File: src/rtl/framed_packet_receiver_unit_defines.svh
// Assertion macros for the receiver RTL.
`ifndef FRAMED_PACKET_RECEIVER_UNIT_DEFINES_SVH
`define FRAMED_PACKET_RECEIVER_UNIT_DEFINES_SVH

// Check on the rising clock edge, skipped while reset is high.
`define FRX_ASSERT(label, prop, msg) \
   label: assert property (@(posedge clock) disable iff (reset) prop) else $error(msg);

// Check on the rising clock edge, reset included.
`define FRX_ASSERT_ALWAYS(label, prop, msg) \
   label: assert property (@(posedge clock) prop) else $error(msg);

`endif

File: src/rtl/frx_pkg.sv
package frx_pkg;

   // Field widths
   localparam int RX_BYTE_W = 8;
   localparam int STATUS_W  = 4;
   localparam int LEN_W     = 12;
   localparam int TIMEOUT_W = 16;
   localparam int IDLE_W    = 17;
   localparam int SIZE_W    = 16;

   // Frame layout
   localparam int HEADER_BYTES = 4;

   // Protocol constants
   localparam logic [31:0] SYNC_WORD = 32'h817E_A345;
   localparam logic [31:0] CRC_POLY  = 32'h04C1_1DB7;
   localparam logic [31:0] CRC_INIT  = 32'hFFFF_FFFF;
   localparam logic [TIMEOUT_W-1:0] TIMEOUT_RESET = 16'd500;
   localparam logic [IDLE_W-1:0] IDLE_MAX = {IDLE_W{1'b1}};
   localparam logic [1:0] LANE_LAST = 2'd3;

   // Result status codes
   localparam logic [STATUS_W-1:0] STATUS_NONE     = 4'd0;
   localparam logic [STATUS_W-1:0] STATUS_SYNC     = 4'd1;
   localparam logic [STATUS_W-1:0] STATUS_BODY     = 4'd2;
   localparam logic [STATUS_W-1:0] STATUS_OK       = 4'd3;
   localparam logic [STATUS_W-1:0] STATUS_CODE_ERR = 4'd4;
   localparam logic [STATUS_W-1:0] STATUS_SIZE_ERR = 4'd5;
   localparam logic [STATUS_W-1:0] STATUS_CRC_ERR  = 4'd6;
   localparam logic [STATUS_W-1:0] STATUS_OVERFULL = 4'd7;
   localparam logic [STATUS_W-1:0] STATUS_TIMEOUT  = 4'd8;

   typedef enum logic [1:0] {
      PH_HUNT = 2'd0,
      PH_HEAD = 2'd1,
      PH_BODY = 2'd2,
      PH_CRC  = 2'd3
   } frx_phase_type;

   typedef struct packed {
      logic                 req_type;
      logic [RX_BYTE_W-1:0] rx_byte;
   } frx_req_item_type;

   typedef struct packed {
      logic [STATUS_W-1:0]  status;
      logic [RX_BYTE_W-1:0] cmd_code;
      logic [LEN_W-1:0]     body_length;
      logic [RX_BYTE_W-1:0] body_byte;
      logic [LEN_W-1:0]     body_index;
   } frx_rsp_item_type;

   // One 32-bit word through the MSB-first CRC-32, no reflection
   function automatic logic [31:0] crc_word(input logic [31:0] crc, input logic [31:0] word);
      logic [31:0] acc;
      acc = crc ^ word;
      for (int i = 0; i < 32; i++) begin
         acc = acc[31] ? ((acc << 1) ^ CRC_POLY) : (acc << 1);
      end
      return acc;
   endfunction

endpackage

File: src/rtl/frx_req_if.sv
interface frx_req_if;
   logic       valid;
   logic       ready;
   logic       req_type;
   logic [7:0] rx_byte;

   modport source (output valid, output req_type, output rx_byte, input ready);
   modport sink (input valid, input req_type, input rx_byte, output ready);
endinterface

File: src/rtl/frx_rsp_if.sv
interface frx_rsp_if;
   logic        valid;
   logic        ready;
   logic [3:0]  status;
   logic [7:0]  cmd_code;
   logic [11:0] body_length;
   logic [7:0]  body_byte;
   logic [11:0] body_index;

   modport source (
      output valid, output status, output cmd_code, output body_length,
      output body_byte, output body_index, input ready
   );
   modport sink (
      input valid, input status, input cmd_code, input body_length,
      input body_byte, input body_index, output ready
   );
endinterface

File: src/rtl/framed_packet_receiver_unit.sv
// Framed packet receiver.
// req_chan carries one item per transfer: a received serial byte (req_type 0)
// or one timer tick (req_type 1). rsp_chan returns exactly one result per
// item: status, command code, body length and, for body bytes, the byte and
// its index. Body bytes are provisional until a packet-ok status follows.
// csr_wr_en/csr_wr_data load the timeout in ticks; write it only while idle.
// An item is taken into the input register, processed by the parser/CRC logic
// and its result is offered on rsp_chan by the result register. Throughput is
// one item per cycle while rsp_chan does not stall: the input register, the
// combinational parser/CRC logic and the result register advance together.
// When rsp_chan stalls, the result register holds, one more item waits in the
// input register and req_chan.ready then drops until the result is taken.
// Reset (synchronous, active high) empties both registers, sets the timeout
// to 500 ticks and starts hunting for the sync word with a cleared window.
`include "framed_packet_receiver_unit_defines.svh"

module framed_packet_receiver_unit import frx_pkg::*; #(
   parameter int BUFFER_BYTES = 4096
) (
   input  logic                 clock,
   input  logic                 reset,
   frx_req_if.sink              req_chan,
   frx_rsp_if.source            rsp_chan,
   input  logic                 csr_wr_en,
   input  logic [TIMEOUT_W-1:0] csr_wr_data
);

   logic             in_valid_ff, in_valid_in;
   frx_req_item_type in_item_ff, in_item_in;
   logic             rsp_valid_ff, rsp_valid_in;
   frx_rsp_item_type rsp_item_ff, rsp_item_in;

   logic             advance;
   logic             step;
   logic             req_take;
   frx_rsp_item_type core_result;
   frx_phase_type    core_phase;

   logic             sync_step;
   logic             body_step;
   logic             end_step;

   // Pipeline control
   assign advance        = !rsp_valid_ff || rsp_chan.ready;
   assign step           = in_valid_ff && advance;
   assign req_chan.ready = !in_valid_ff || advance;
   assign req_take       = req_chan.valid && req_chan.ready;

   frx_core #(
      .BUFFER_BYTES(BUFFER_BYTES)
   ) u_core (
      .clock       (clock),
      .reset       (reset),
      .csr_wr_en   (csr_wr_en),
      .csr_wr_data (csr_wr_data),
      .step        (step),
      .item        (in_item_ff),
      .result      (core_result),
      .phase       (core_phase)
   );

   // Capture a new item, drop it once processed
   always_comb begin
      in_item_in = in_item_ff;
      priority if (req_take) begin
         in_valid_in         = 1'b1;
         in_item_in.req_type = req_chan.req_type;
         in_item_in.rx_byte  = req_chan.rx_byte;
      end else if (step) begin
         in_valid_in = 1'b0;
      end else begin
         in_valid_in = in_valid_ff;
      end
   end

   // Load a result, hold it until the transfer
   always_comb begin
      rsp_item_in = rsp_item_ff;
      priority if (step) begin
         rsp_valid_in = 1'b1;
         rsp_item_in  = core_result;
      end else if (rsp_chan.ready) begin
         rsp_valid_in = 1'b0;
      end else begin
         rsp_valid_in = rsp_valid_ff;
      end
   end

   always_ff @(posedge clock) begin
      if (reset) begin
         in_valid_ff  <= 1'b0;
         rsp_valid_ff <= 1'b0;
      end else begin
         in_valid_ff  <= in_valid_in;
         rsp_valid_ff <= rsp_valid_in;
      end
   end

   always_ff @(posedge clock) begin
      in_item_ff  <= in_item_in;
      rsp_item_ff <= rsp_item_in;
   end

   assign rsp_chan.valid       = rsp_valid_ff;
   assign rsp_chan.status      = rsp_item_ff.status;
   assign rsp_chan.cmd_code    = rsp_item_ff.cmd_code;
   assign rsp_chan.body_length = rsp_item_ff.body_length;
   assign rsp_chan.body_byte   = rsp_item_ff.body_byte;
   assign rsp_chan.body_index  = rsp_item_ff.body_index;

   // Classify the processed item for the checks
   assign sync_step = step && (core_result.status == STATUS_SYNC);
   assign body_step = step && (core_result.status == STATUS_BODY);
   // every status from packet ok upward ends the frame
   assign end_step  = step && (core_result.status >= STATUS_OK);

   // Checks
   `FRX_ASSERT(a_no_step_on_stall, (rsp_valid_ff && !rsp_chan.ready) |-> !step, "step on stall")
   `FRX_ASSERT(a_sync_enters_header, sync_step |=> (core_phase == PH_HEAD), "no header after sync")
   `FRX_ASSERT(a_end_restarts, end_step |=> (core_phase == PH_HUNT), "no restart after frame end")
   `FRX_ASSERT(a_body_in_body_phase, body_step |-> (core_phase == PH_BODY), "body byte out of body")

endmodule

File: src/rtl/frx_core.sv
module frx_core import frx_pkg::*; #(
   parameter int BUFFER_BYTES = 4096
) (
   input  logic                 clock,
   input  logic                 reset,
   input  logic                 csr_wr_en,
   input  logic [TIMEOUT_W-1:0] csr_wr_data,
   input  logic                 step,
   input  frx_req_item_type     item,
   output frx_rsp_item_type     result,
   output frx_phase_type        phase
);

   localparam int CNT_W = $clog2(BUFFER_BYTES + 1);
   localparam logic [SIZE_W:0] MAX_SIZE = (SIZE_W + 1)'(BUFFER_BYTES - 8);
   localparam logic [CNT_W-1:0] HEAD_CNT = CNT_W'(HEADER_BYTES);
   localparam logic [CNT_W-1:0] FULL_CNT = CNT_W'(BUFFER_BYTES);

   frx_phase_type        phase_ff, phase_in;
   logic [31:0]          sync_window_ff, sync_window_in;
   logic [CNT_W-1:0]     byte_count_ff, byte_count_in;
   logic [RX_BYTE_W-1:0] header_code_ff, header_code_in;
   logic [SIZE_W-1:0]    header_size_ff, header_size_in;
   logic [23:0]          word_gather_ff, word_gather_in;
   logic [31:0]          crc_accum_ff, crc_accum_in;
   logic [31:0]          received_crc_ff, received_crc_in;
   logic [IDLE_W-1:0]    idle_ticks_ff, idle_ticks_in;
   logic [TIMEOUT_W-1:0] timeout_ticks_ff, timeout_ticks_in;

   // Decode terms for the phase and data logic
   logic                 is_tick;
   logic [1:0]           lane;
   logic [1:0]           crc_lane;
   logic [31:0]          window_shift;
   logic [IDLE_W-1:0]    idle_inc;
   logic                 timeout_hit;
   logic                 sync_hit;
   logic [RX_BYTE_W-1:0] hdr_code;
   logic [SIZE_W-1:0]    hdr_size;
   logic                 hdr_done;
   logic                 code_bad;
   logic                 size_bad;
   logic [CNT_W-1:0]     count_inc;
   logic                 body_last;
   logic                 crc_last;
   logic [31:0]          crc_full;
   logic                 overfull;

   // Data path control
   logic                 gather;
   logic                 fresh;
   logic                 restart;
   logic [STATUS_W-1:0]  status;
   logic [RX_BYTE_W-1:0] body_byte;
   logic [LEN_W-1:0]     body_index;

   // Decode the item against the current state
   always_comb begin
      is_tick      = item.req_type;
      lane         = byte_count_ff[1:0];
      crc_lane     = byte_count_ff[1:0] - header_size_ff[1:0];
      window_shift = {sync_window_ff[23:0], item.rx_byte};
      idle_inc     = (idle_ticks_ff == IDLE_MAX) ? idle_ticks_ff : idle_ticks_ff + 1'b1;
      timeout_hit  = idle_inc > {1'b0, timeout_ticks_ff};
      sync_hit     = window_shift == SYNC_WORD;
      hdr_code     = word_gather_ff[7:0];
      hdr_size     = {item.rx_byte, word_gather_ff[23:16]};
      hdr_done     = lane == LANE_LAST;
      code_bad     = hdr_code != ~word_gather_ff[15:8];
      size_bad     = {1'b0, hdr_size} > MAX_SIZE;
      count_inc    = byte_count_ff + 1'b1;
      body_last    = count_inc >= (CNT_W'(header_size_ff) + HEAD_CNT);
      crc_last     = crc_lane == LANE_LAST;
      crc_full     = {item.rx_byte, received_crc_ff[23:0]};
      overfull     = count_inc >= FULL_CNT;
   end

   // Next phase
   always_comb begin
      phase_in = phase_ff;
      if (step) begin
         if (is_tick) begin
            if (timeout_hit) begin
               phase_in = PH_HUNT;
            end
         end else begin
            unique case (phase_ff)
               PH_HUNT: begin
                  if (sync_hit) begin
                     phase_in = PH_HEAD;
                  end
               end
               PH_HEAD: begin
                  if (hdr_done) begin
                     priority if (code_bad || size_bad) begin
                        phase_in = PH_HUNT;
                     end else if (hdr_size == '0) begin
                        phase_in = PH_CRC;
                     end else begin
                        phase_in = PH_BODY;
                     end
                  end
               end
               PH_BODY: begin
                  if (body_last) begin
                     phase_in = PH_CRC;
                  end
               end
               PH_CRC: begin
                  if (crc_last) begin
                     phase_in = PH_HUNT;
                  end
               end
               default: phase_in = PH_HUNT;
            endcase
         end
      end
   end

   // Data registers and result
   always_comb begin
      sync_window_in   = sync_window_ff;
      byte_count_in    = byte_count_ff;
      header_code_in   = header_code_ff;
      header_size_in   = header_size_ff;
      word_gather_in   = word_gather_ff;
      crc_accum_in     = crc_accum_ff;
      received_crc_in  = received_crc_ff;
      idle_ticks_in    = idle_ticks_ff;
      timeout_ticks_in = csr_wr_en ? csr_wr_data : timeout_ticks_ff;
      gather           = 1'b0;
      fresh            = 1'b0;
      restart          = 1'b0;
      status           = STATUS_NONE;
      body_byte        = '0;
      body_index       = '0;

      if (step) begin
         if (is_tick) begin
            idle_ticks_in = idle_inc;
            if (timeout_hit) begin
               status  = STATUS_TIMEOUT;
               restart = 1'b1;
            end
         end else begin
            unique case (phase_ff)
               PH_HUNT: begin
                  sync_window_in = window_shift;
                  if (sync_hit) begin
                     status = STATUS_SYNC;
                     fresh  = 1'b1;
                  end
               end
               PH_HEAD: begin
                  gather        = 1'b1;
                  byte_count_in = count_inc;
                  if (hdr_done) begin
                     header_code_in = hdr_code;
                     header_size_in = hdr_size;
                     priority if (code_bad) begin
                        status  = STATUS_CODE_ERR;
                        restart = 1'b1;
                     end else if (size_bad) begin
                        status  = STATUS_SIZE_ERR;
                        restart = 1'b1;
                     end
                  end
               end
               PH_BODY: begin
                  status        = STATUS_BODY;
                  body_byte     = item.rx_byte;
                  body_index    = LEN_W'(byte_count_ff - HEAD_CNT);
                  gather        = 1'b1;
                  byte_count_in = count_inc;
               end
               PH_CRC: begin
                  received_crc_in = received_crc_ff | (32'(item.rx_byte) << {crc_lane, 3'b000});
                  byte_count_in   = count_inc;
                  if (crc_last) begin
                     priority if (overfull) begin
                        status = STATUS_OVERFULL;
                     end else if (crc_full != crc_accum_ff) begin
                        status = STATUS_CRC_ERR;
                     end else begin
                        status = STATUS_OK;
                     end
                     restart = 1'b1;
                  end
               end
               default: restart = 1'b1;
            endcase
         end
      end

      // Feed header and body bytes into the word CRC
      if (gather) begin
         if (lane == LANE_LAST) begin
            crc_accum_in   = crc_word(crc_accum_ff, {item.rx_byte, word_gather_ff});
            word_gather_in = '0;
         end else begin
            word_gather_in = word_gather_ff | (24'(item.rx_byte) << {lane, 3'b000});
         end
      end

      // Start a new frame or drop back to hunting
      if (fresh || restart) begin
         byte_count_in   = '0;
         word_gather_in  = '0;
         received_crc_in = '0;
         crc_accum_in    = CRC_INIT;
      end
      if (restart) begin
         idle_ticks_in = '0;
      end
   end

   assign result.status      = status;
   assign result.cmd_code    = header_code_in;
   assign result.body_length = header_size_in[LEN_W-1:0];
   assign result.body_byte   = body_byte;
   assign result.body_index  = body_index;
   assign phase              = phase_ff;

   // State registers
   always_ff @(posedge clock) begin
      if (reset) begin
         phase_ff         <= PH_HUNT;
         sync_window_ff   <= '0;
         byte_count_ff    <= '0;
         header_code_ff   <= '0;
         header_size_ff   <= '0;
         word_gather_ff   <= '0;
         crc_accum_ff     <= CRC_INIT;
         received_crc_ff  <= '0;
         idle_ticks_ff    <= '0;
         timeout_ticks_ff <= TIMEOUT_RESET;
      end else begin
         phase_ff         <= phase_in;
         sync_window_ff   <= sync_window_in;
         byte_count_ff    <= byte_count_in;
         header_code_ff   <= header_code_in;
         header_size_ff   <= header_size_in;
         word_gather_ff   <= word_gather_in;
         crc_accum_ff     <= crc_accum_in;
         received_crc_ff  <= received_crc_in;
         idle_ticks_ff    <= idle_ticks_in;
         timeout_ticks_ff <= timeout_ticks_in;
      end
   end

endmodule
File: src/flat_wrapper.sv
// flat-port wrapper written by rule: the top's interface ports become plain ports
module framed_packet_receiver_unit_flat import frx_pkg::*;
#(
   parameter int BUFFER_BYTES = 4096
)
  (clock, reset, csr_wr_en, csr_wr_data, req_chan_valid, req_chan_req_type, req_chan_rx_byte, req_chan_ready, rsp_chan_valid, rsp_chan_status, rsp_chan_cmd_code, rsp_chan_body_length, rsp_chan_body_byte, rsp_chan_body_index, rsp_chan_ready);
  frx_req_if req_chan_i ();
  frx_rsp_if rsp_chan_i ();
  input  logic clock;
  input  logic reset;
  input  logic csr_wr_en;
  input  logic [TIMEOUT_W-1:0] csr_wr_data;
  input wire logic [$bits(req_chan_i.valid)-1:0] req_chan_valid;
  input wire logic [$bits(req_chan_i.req_type)-1:0] req_chan_req_type;
  input wire logic [$bits(req_chan_i.rx_byte)-1:0] req_chan_rx_byte;
  output wire logic [$bits(req_chan_i.ready)-1:0] req_chan_ready;
  output wire logic [$bits(rsp_chan_i.valid)-1:0] rsp_chan_valid;
  output wire logic [$bits(rsp_chan_i.status)-1:0] rsp_chan_status;
  output wire logic [$bits(rsp_chan_i.cmd_code)-1:0] rsp_chan_cmd_code;
  output wire logic [$bits(rsp_chan_i.body_length)-1:0] rsp_chan_body_length;
  output wire logic [$bits(rsp_chan_i.body_byte)-1:0] rsp_chan_body_byte;
  output wire logic [$bits(rsp_chan_i.body_index)-1:0] rsp_chan_body_index;
  input wire logic [$bits(rsp_chan_i.ready)-1:0] rsp_chan_ready;
  assign req_chan_i.valid = req_chan_valid;
  assign req_chan_i.req_type = req_chan_req_type;
  assign req_chan_i.rx_byte = req_chan_rx_byte;
  assign req_chan_ready = req_chan_i.ready;
  assign rsp_chan_valid = rsp_chan_i.valid;
  assign rsp_chan_status = rsp_chan_i.status;
  assign rsp_chan_cmd_code = rsp_chan_i.cmd_code;
  assign rsp_chan_body_length = rsp_chan_i.body_length;
  assign rsp_chan_body_byte = rsp_chan_i.body_byte;
  assign rsp_chan_body_index = rsp_chan_i.body_index;
  assign rsp_chan_i.ready = rsp_chan_ready;
  framed_packet_receiver_unit #(.BUFFER_BYTES(BUFFER_BYTES)) u_core (.clock(clock), .reset(reset), .req_chan(req_chan_i), .rsp_chan(rsp_chan_i), .csr_wr_en(csr_wr_en), .csr_wr_data(csr_wr_data));
endmodule
File: config.mk
export PLATFORM = sky130hd
export DESIGN_NAME = framed_packet_receiver_unit_flat
export DESIGN_NICKNAME = d
export VERILOG_FILES = /design/src/rtl/frx_pkg.sv /design/src/rtl/frx_req_if.sv /design/src/rtl/frx_rsp_if.sv /design/src/rtl/framed_packet_receiver_unit.sv /design/src/rtl/frx_core.sv /design/src/flat_wrapper.sv
export VERILOG_INCLUDE_DIRS = /design/src /design/src/rtl
export SDC_FILE = /design/constraint.sdc
export NUM_CORES = 1
export LEC_CHECK = 0
export ABC_AREA = 1
export BUFFER_PORTS_ARGS = -buffer_cell sky130_fd_sc_hd__buf_2
export CAP_MARGIN = 25
export CORE_MARGIN = 1.5
export CORE_UTILIZATION = 68
export DETAILED_ROUTE_END_ITERATION = 7
export PLACE_DENSITY = 0.95
export SYNTH_ARGS = -nofsm -noshare
export SYNTH_HDL_FRONTEND = slang
export SYNTH_SLANG_ARGS = --single-unit
File: constraint.sdc
create_clock -name clock -period 10.8 [get_ports clock]
set_clock_uncertainty 0.2 [all_clocks]
set_input_delay 1.08 -clock clock [delete_from_list [all_inputs] [get_ports clock]]
set_output_delay 1.08 -clock clock [all_outputs]
set_load 0.02 [all_outputs]
* Yosys cells after proc, flatten, opt, wreduce, memory -nomap -nowiden
Index checks and enable logic that the tools add are counted.
** Cells by class
- Add/sub/neg operators :: 5
- $lt $le $gt $ge :: 4
- Equal/unequal tests :: 14
- Shifts and indexed selects :: 2
- Mux-type cells :: 80
- Bitwise operators :: 38
- Reduce and logical (&&, ||, !) cells :: 24
** Operator list (count)
- 27-bit 2-to-1 mux :: 32
- 14-bit inverter :: 32
- 12-bit 2-to-1 mux :: 4
- 32-bit == test, second input constant :: 1
- 8-bit 2-to-1 mux :: 4
- 32-bit != test :: 1
- 32-bit OR :: 1
- 8-bit by 5-bit left shift with 32-bit output :: 1
- 32-bit bitwise XOR :: 1
- 24-bit 2-to-1 mux :: 1
- 24-bit OR :: 1
- 8-bit by 5-bit left shift with 24-bit output :: 1
- 1-bit 2-to-1 mux :: 20
- 3-bit 2-to-1 mux :: 6
- 17-bit by 1-bit adder with 17-bit output, second input constant :: 1
- 17-bit == test, second input constant :: 1
- 17-bit by 16-bit greater-than comparator with 1-bit output :: 1
- 17-bit 2-to-1 mux :: 1
- 16-bit by 12-bit greater-than comparator with 1-bit output, second input constant :: 1
- 16-bit logical NOT :: 1
- 4-bit one-hot mux with 4 select lines :: 1
- 2-bit 2-to-1 mux :: 7
- 13-bit by 1-bit adder with 13-bit output, second input constant :: 1
- 13-bit by 3-bit adder with 13-bit output, second input constant :: 1
- 25 further kinds :: 45
** Word-level totals
- Flip-flop bits (word level) :: 236
- Input bits :: 30
- Output and inout port bits :: 46
- Word-level logic and storage cells :: 187

* Logic depth before layout (Yosys ltp)
- Word-level depth :: 65
- Depth in mapped cells :: 26

* Modules after synthesis
Synthesis repeated with hierarchy kept, for this count alone.
** Unflattened totals
- Cells, all modules :: 2206
- Area, all modules :: 15338.5 sq um
** Modules (own cells, without submodules)
- frx_core :: instances 1, cells each 2141, area each 13655.6 sq um, sequential area each 3463.3 sq um
- framed_packet_receiver_unit :: instances 1, cells each 65, area each 1682.9 sq um, sequential area each 1631.6 sq um

* Least setup slack after synthesis
Ideal clock, no wire load.
- Path kind :: reg2reg
- Start :: register u_core.u_core.idle_ticks_ff[0]
- End :: register u_core.u_core.crc_accum_ff[10]
- Arrival :: 3.292 ns
- Required time :: 10.485 ns
- Slack :: 7.193 ns
- Cell stages (with the launch flop) :: 24
- Period minus slack after synthesis :: 3.607 ns
- Cell sequence :: dfxtp_1 ha_1 inv_1 nor4_1 nand4_1 nor4_1 nor3_1 nand4_1 nor2_1 nand2_1 xor2_1 ha_1 nand4_1 nor4_1 nand2_1 nand3_1 nand2_1 nand2_1 nand2_2 nor2_2 inv_2 buf_2 a21oi_1 nand2_1
** On the way
- Cells in the longest elaborated chain, start to end :: 8
- Elaborated cells on any way between the ends :: 9
** RTL lines
- from (decl) :: RTL line frx_core.sv:27 : logic [IDLE_W-1:0] idle_ticks_ff, idle_ticks_in;
- from (signal assigned) :: RTL line frx_core.sv:246 : idle_ticks_ff <= idle_ticks_in;
- 17-bit by 1-bit adder with 17-bit output or 17-bit == test (tied branches) :: RTL line frx_core.sv:63 : idle_inc = (idle_ticks_ff == IDLE_MAX) ? idle_ticks_ff : idle_ticks_ff + 1'b1;
- 17-bit 2-to-1 mux (*) :: RTL line frx_core.sv:63
- net u_core.u_core.idle_inc[15] :: RTL line frx_core.sv:35 : logic [IDLE_W-1:0] idle_inc;
- 17-bit by 16-bit greater-than comparator with 1-bit output (*) :: RTL line frx_core.sv:64 : timeout_hit = idle_inc > {1'b0, timeout_ticks_ff};
- 1-bit 2-to-1 mux (*) :: RTL line frx_core.sv:141 : if (timeout_hit) begin
- 1-bit 2-to-1 mux (*) :: RTL line frx_core.sv:139 : if (is_tick) begin
- 1-bit 2-to-1 mux (*) :: RTL line frx_core.sv:138 : if (step) begin
- 1-bit logical OR (*) :: RTL line frx_core.sv:206 : if (fresh || restart) begin
- 2-bit OR reduction (no line) (*)
- to (signal assigned) :: RTL line frx_core.sv:244 : crc_accum_ff <= crc_accum_in;
- to (decl) :: RTL line frx_core.sv:25 : logic [31:0] crc_accum_ff, crc_accum_in;
The timed path passes the listed nets; every way through them passes the cells marked *.
A chain may end at the register's enable or synchronous reset.

* Worst setup path in the final report
- Start :: register u_core.u_core.idle_ticks_ff[0]
- End :: register u_core.u_core.crc_accum_ff[5]
The elaborated chain is that of the path after synthesis.

==> impl_table.tex <==
\begin{tabular}{lr}
\hline
Metric & Value \\
\hline
\multicolumn{2}{l}{\textbf{Finish}} \\
Most common cell after layout, fill and taps aside & sky130\_fd\_sc\_hd\_\_nand2\_1 \\
Signed area change from the synthesized netlist to the final layout & 8.24\% \\
Most frequent cells in the layout & sky130\_fd\_sc\_hd\_\_nand2\_1, sky130\_fd\_sc\_hd\_\_inv\_1, sky130\_fd\_sc\_hd\_\_dfxtp\_1 \\
Count of antenna diodes in the layout & 0 \\
Layout cell share with drive strength beyond 1 & 0.125 \\
Nets@finish & 2,345 \\
\multicolumn{2}{l}{\textbf{Synth}} \\
Total number of yosys warnings & 0 \\
Netlist area before placement & about 15,000 um2 \\
Count of different cell masters after synthesis & 43 \\
Synth Register Bits & 228 \\
Post-synth net total & 2,290 \\
Number of enable flip-flop cells after synthesis & 53 \\
Top\_reg\_cell synth & sky130\_fd\_sc\_hd\_\_dfxtp\_1 \\
Cell type contributing the most total cell area after synthesis & sky130\_fd\_sc\_hd\_\_dfxtp\_1 \\
Share of synthesized registers carrying an async set or reset & 0 \\
Post-synthesis average cell area & 6.89 um2 \\
Fraction of post-synthesis cell area in the top cell type by area & 0.229 \\
Cells taking the most area after synthesis & sky130\_fd\_sc\_hd\_\_dfxtp\_1, sky130\_fd\_sc\_hd\_\_nand2\_1, sky130\_fd\_sc\_hd\_\_edfxtp\_1, sky130\_fd\_sc\_hd\_\_xor2\_1, sky130\_fd\_sc\_hd\_\_nand3\_1 \\
Sequential element share of the synthesized area & 0.334 \\
Post-Synthesis Cells & 2,217 \\
\multicolumn{2}{l}{\textbf{Drt}} \\
Number of vias in the routed layout & 15,710 \\
Antenna-violating nets left & 0 \\
DRC violations left & 26 \\
Detailed-route wire length & 47,900 um \\
Mean routed wirelength per cell & 18.7 um \\
1st-iter DRT viols & 1,824 \\
Via density per instance & 6.12 \\
First-pass DRT Iterations & 8 \\
\multicolumn{2}{l}{\textbf{GRT}} \\
Gr ovfl total & 0 \\
Initial antenna violation count & 0 \\
Global-route wire length before repair & 74,300 um \\
All-layer global routing usage & 0.397 \\
Number of global-route vias before repair & 14,793 \\
Largest net degree at the start of global routing & 68 \\
\multicolumn{2}{l}{\textbf{Power and ir drop}} \\
Power density normalized to cell area & 155 nW/um2 \\
Leak pwr & 7.97 nW \\
Max VDD drop & 0.000113 V \\
\multicolumn{2}{l}{\textbf{Flow run}} \\
Maxcap violations & 0 \\
\multicolumn{2}{l}{\textbf{Timing}} \\
Unrepaired setup endpoints after global routing & false \\
Count of pins over their slew limit & 0 \\
Worst hold slack across all endpoints & approximately 250 ps \\
Fmax & 0.187 GHz \\
Part of the cycle the worst path needs & 0.494 \\
Setup Total Neg Slack & 0 ps \\
Final-report hold violation count & 0 \\
Rel. slew slack & 0.341 \\
Setup violators final & 0 \\
Fin crit period & about 5300 ps \\
Slew of the pin with the lowest slew margin & $\sim$980 ps \\
\multicolumn{2}{l}{\textbf{Die}} \\
Count of boundary I/O pins & 76 \\
Floorplan Core Area & 22,000 um2 \\
Initial core utilization & 0.695 \\
Chip width & 153 um \\
Vertical extent of the die & 153 um \\
Die Outline Area & between 20,000 and 25,000 um2 \\
Total number of placement rows & 54 \\
\multicolumn{2}{l}{\textbf{Outcome}} \\
Status & finished, violations left \\
Failing checks & design-rule violations \\
\multicolumn{2}{l}{\textbf{Placed design}} \\
Number of I/O port buffers & 75 \\
Half-perimeter wire length after detailed placement & 34,400 um \\
RD Place Congestion & $\sim$0.99 \\
\multicolumn{2}{l}{\textbf{CTS}} \\
Post-CTS Hold Fix Bufs & 0 \\
Root buffer selected by CTS & sky130\_fd\_sc\_hd\_\_clkbuf\_16 \\
Clock latency reported for the late side of the worst-skew pair & about 520 ps \\
Maximum count of clock buffers along a single path & 3 \\
Clock sink total & between 200 and 250 \\
Number of instances resized during post-cts repair & 0 \\
Number of buffers added by the clock tree synthesis step & 22 \\
Clock slew seen by the registers of the worst setup and hold paths & 60 ps \\
CTS tree & done \\
Number of buffers inserted by post-CTS setup repair & 0 \\
Maximum level of the CTS H-tree & 1 \\
\multicolumn{2}{l}{\textbf{Worst hold path}} \\
Class of the tightest hold or removal check & register to register \\
\multicolumn{2}{l}{\textbf{Critical path}} \\
Slowest cell delay on critical path & 590 ps \\
Buf+Inv Stages, Crit Path & 4 \\
Critical path data required time & $\sim$11,000 ps \\
Top Family by Delay on Critical Path & simple AND/OR/NAND/NOR gates \\
Largest fanout on the critical path & 67 \\
Crit start category & register \\
Worst setup EP type & register \\
Slowest cell on crit path & sky130\_fd\_sc\_hd\_\_nor2\_2 \\
CP Data Arrival Time & 5540 ps \\
Category of the critical setup timing path & register to register \\
Cell mode on critical path & sky130\_fd\_sc\_hd\_\_nand2\_1 \\
Critical path cell sequence & ha\_1, inv\_1, nor3\_1, nand3\_1, nor4\_1, nand2\_1, inv\_1, nor3\_1, a21oi\_1, ha\_1, a21o\_1, a221oi\_1, o31ai\_1, nand2\_1, nand3\_1, nand3\_1, nand2\_1, nand2\_1, nand2\_2, nor2\_2, inv\_2, buf\_4, a21oi\_1, nand2\_1 \\
\hline
\end{tabular}
## cells in the mapped netlist (2+ instances only)
cell,number
sky130_fd_sc_hd__clkinv_1,4
sky130_fd_sc_hd__buf_6,3
sky130_fd_sc_hd__or2_2,21
sky130_fd_sc_hd__xor2_1,112
sky130_fd_sc_hd__o211ai_1,5
sky130_fd_sc_hd__nand4_1,28
sky130_fd_sc_hd__clkbuf_1,39
sky130_fd_sc_hd__a21oi_1,124
sky130_fd_sc_hd__buf_2,9
sky130_fd_sc_hd__nand3_1,170
sky130_fd_sc_hd__o221ai_1,2
sky130_fd_sc_hd__a21o_1,2
sky130_fd_sc_hd__nor4_1,15
sky130_fd_sc_hd__inv_2,21
sky130_fd_sc_hd__nor2_1,174
sky130_fd_sc_hd__o21ai_0,87
sky130_fd_sc_hd__nor3_1,44
sky130_fd_sc_hd__xor2_2,5
sky130_fd_sc_hd__dfxtp_1,175
sky130_fd_sc_hd__ha_1,43
sky130_fd_sc_hd__a211oi_1,5
sky130_fd_sc_hd__nand3_2,16
sky130_fd_sc_hd__inv_1,176
sky130_fd_sc_hd__nand2_4,18
sky130_fd_sc_hd__nand2_1,682
sky130_fd_sc_hd__nand2_2,83
sky130_fd_sc_hd__nand3b_1,11
sky130_fd_sc_hd__edfxtp_1,53
sky130_fd_sc_hd__xnor2_1,60
sky130_fd_sc_hd__a31oi_1,17
## where the power goes
group          leakage, nW  internal [mW]  total, mW  switching [mW]
combinational         5.68          0.267      0.886           0.619
clock                0.349          0.434      0.763           0.329
sequential            1.94          0.892      0.908          0.0159
total                 7.97           1.59       2.56           0.964
## state kept, by name, indices dropped and copies added, names as in the netlist, 12 cells and up
name and count:
u_core.u_core.crc_accum_ff 32, u_core.u_core.received_crc_ff 24, u_core.u_core.sync_window_ff 24, u_core.u_core.word_gather_ff 24
u_core.u_core.idle_ticks_ff 17, u_core.u_core.timeout_ticks_ff 16, u_core.u_core.byte_count_ff 13, u_core.u_core.header_size_ff 13
u_core.rsp_chan.body_index 12, u_core.rsp_chan.body_length 12
## per-stage QoR
| stage | setup slack, ps | instance area, um2 | util | std cells | power, mW |
|---|---|---|---|---|---|
| 6_report | 5460 | 16500 | 0.753 | 2568 | 2.56 |
| 3_5_place_dp | 5600 | 15800 | 0.720 | 2527 | 1.78 |
| 5_1_grt | 4950 | 16500 | 0.753 | 2568 | 2.66 |
| 2_1_floorplan | 7190 | 15300 | - | 2217 | 1.59 |
| 4_1_cts | 5570 | 16500 | 0.752 | 2567 | 2.53 |
| 3_3_place_gp | 5840 | 15800 | 0.720 | 2527 | 1.76 |
## worst min-delay path: stages, from the launching register on
cell and delay (ps):
sky130_fd_sc_hd__dfxtp_1 300, sky130_fd_sc_hd__inv_1 60, sky130_fd_sc_hd__a21oi_1 50
## layout make-up
cell class | count | area [um2]
Clock inverter | 10 | 72.6
Clock buffer | 30 | 633
Multi-Input combinational cell | 1735 | 9180
Tap cell | 280 | 350
Inverter | 202 | 761
Fill cell | 1594 | 5430
Sequential cell | 228 | 5090
Timing Repair Buffer | 83 | 435
## logic make-up (layout without fill, tap and decap cells)
kind of cell    after synthesis  in the layout  share of synthesized area
compound gates              246            246                     0.0854
xor+xnor                    178            178                      0.106
fa+ha+maj                    43             43                     0.0352
buf+inv                     254            325                     0.0656
flops                       228            228                      0.334
simple gates               1268           1268                      0.374
## worst paths after layout
kind	from	endpoint	slack, ps	cells past startpoint
worst max-delay path	u_core.u_core.idle_ticks_ff[0]$_SDFFE_PP0P_	u_core.u_core.crc_accum_ff[5]$_SDFFE_PP1P_	5460	24
worst min-delay path	u_core.u_core.sync_window_ff[20]$_SDFFE_PP0P_	u_core.u_core.sync_window_ff[20]$_SDFFE_PP0P_	250	2
worst max register to register	u_core.u_core.idle_ticks_ff[0]$_SDFFE_PP0P_	u_core.u_core.crc_accum_ff[5]$_SDFFE_PP1P_	5460	24
worst min register to register	u_core.u_core.sync_window_ff[20]$_SDFFE_PP0P_	u_core.u_core.sync_window_ff[20]$_SDFFE_PP0P_	250	2
## per-layer routing
metal	wire [um]	global-route usage	part of all wire	vias up
li1	-	-	-	7287
met1	16900	0.453	0.35	7095
met2	22200	0.679	0.46	1071
met3	5250	0.0652	0.11	257
met4	3560	0.279	0.074	0
met5	0	0	0	-
Note: power is estimated with default switching activity, not from simulation.
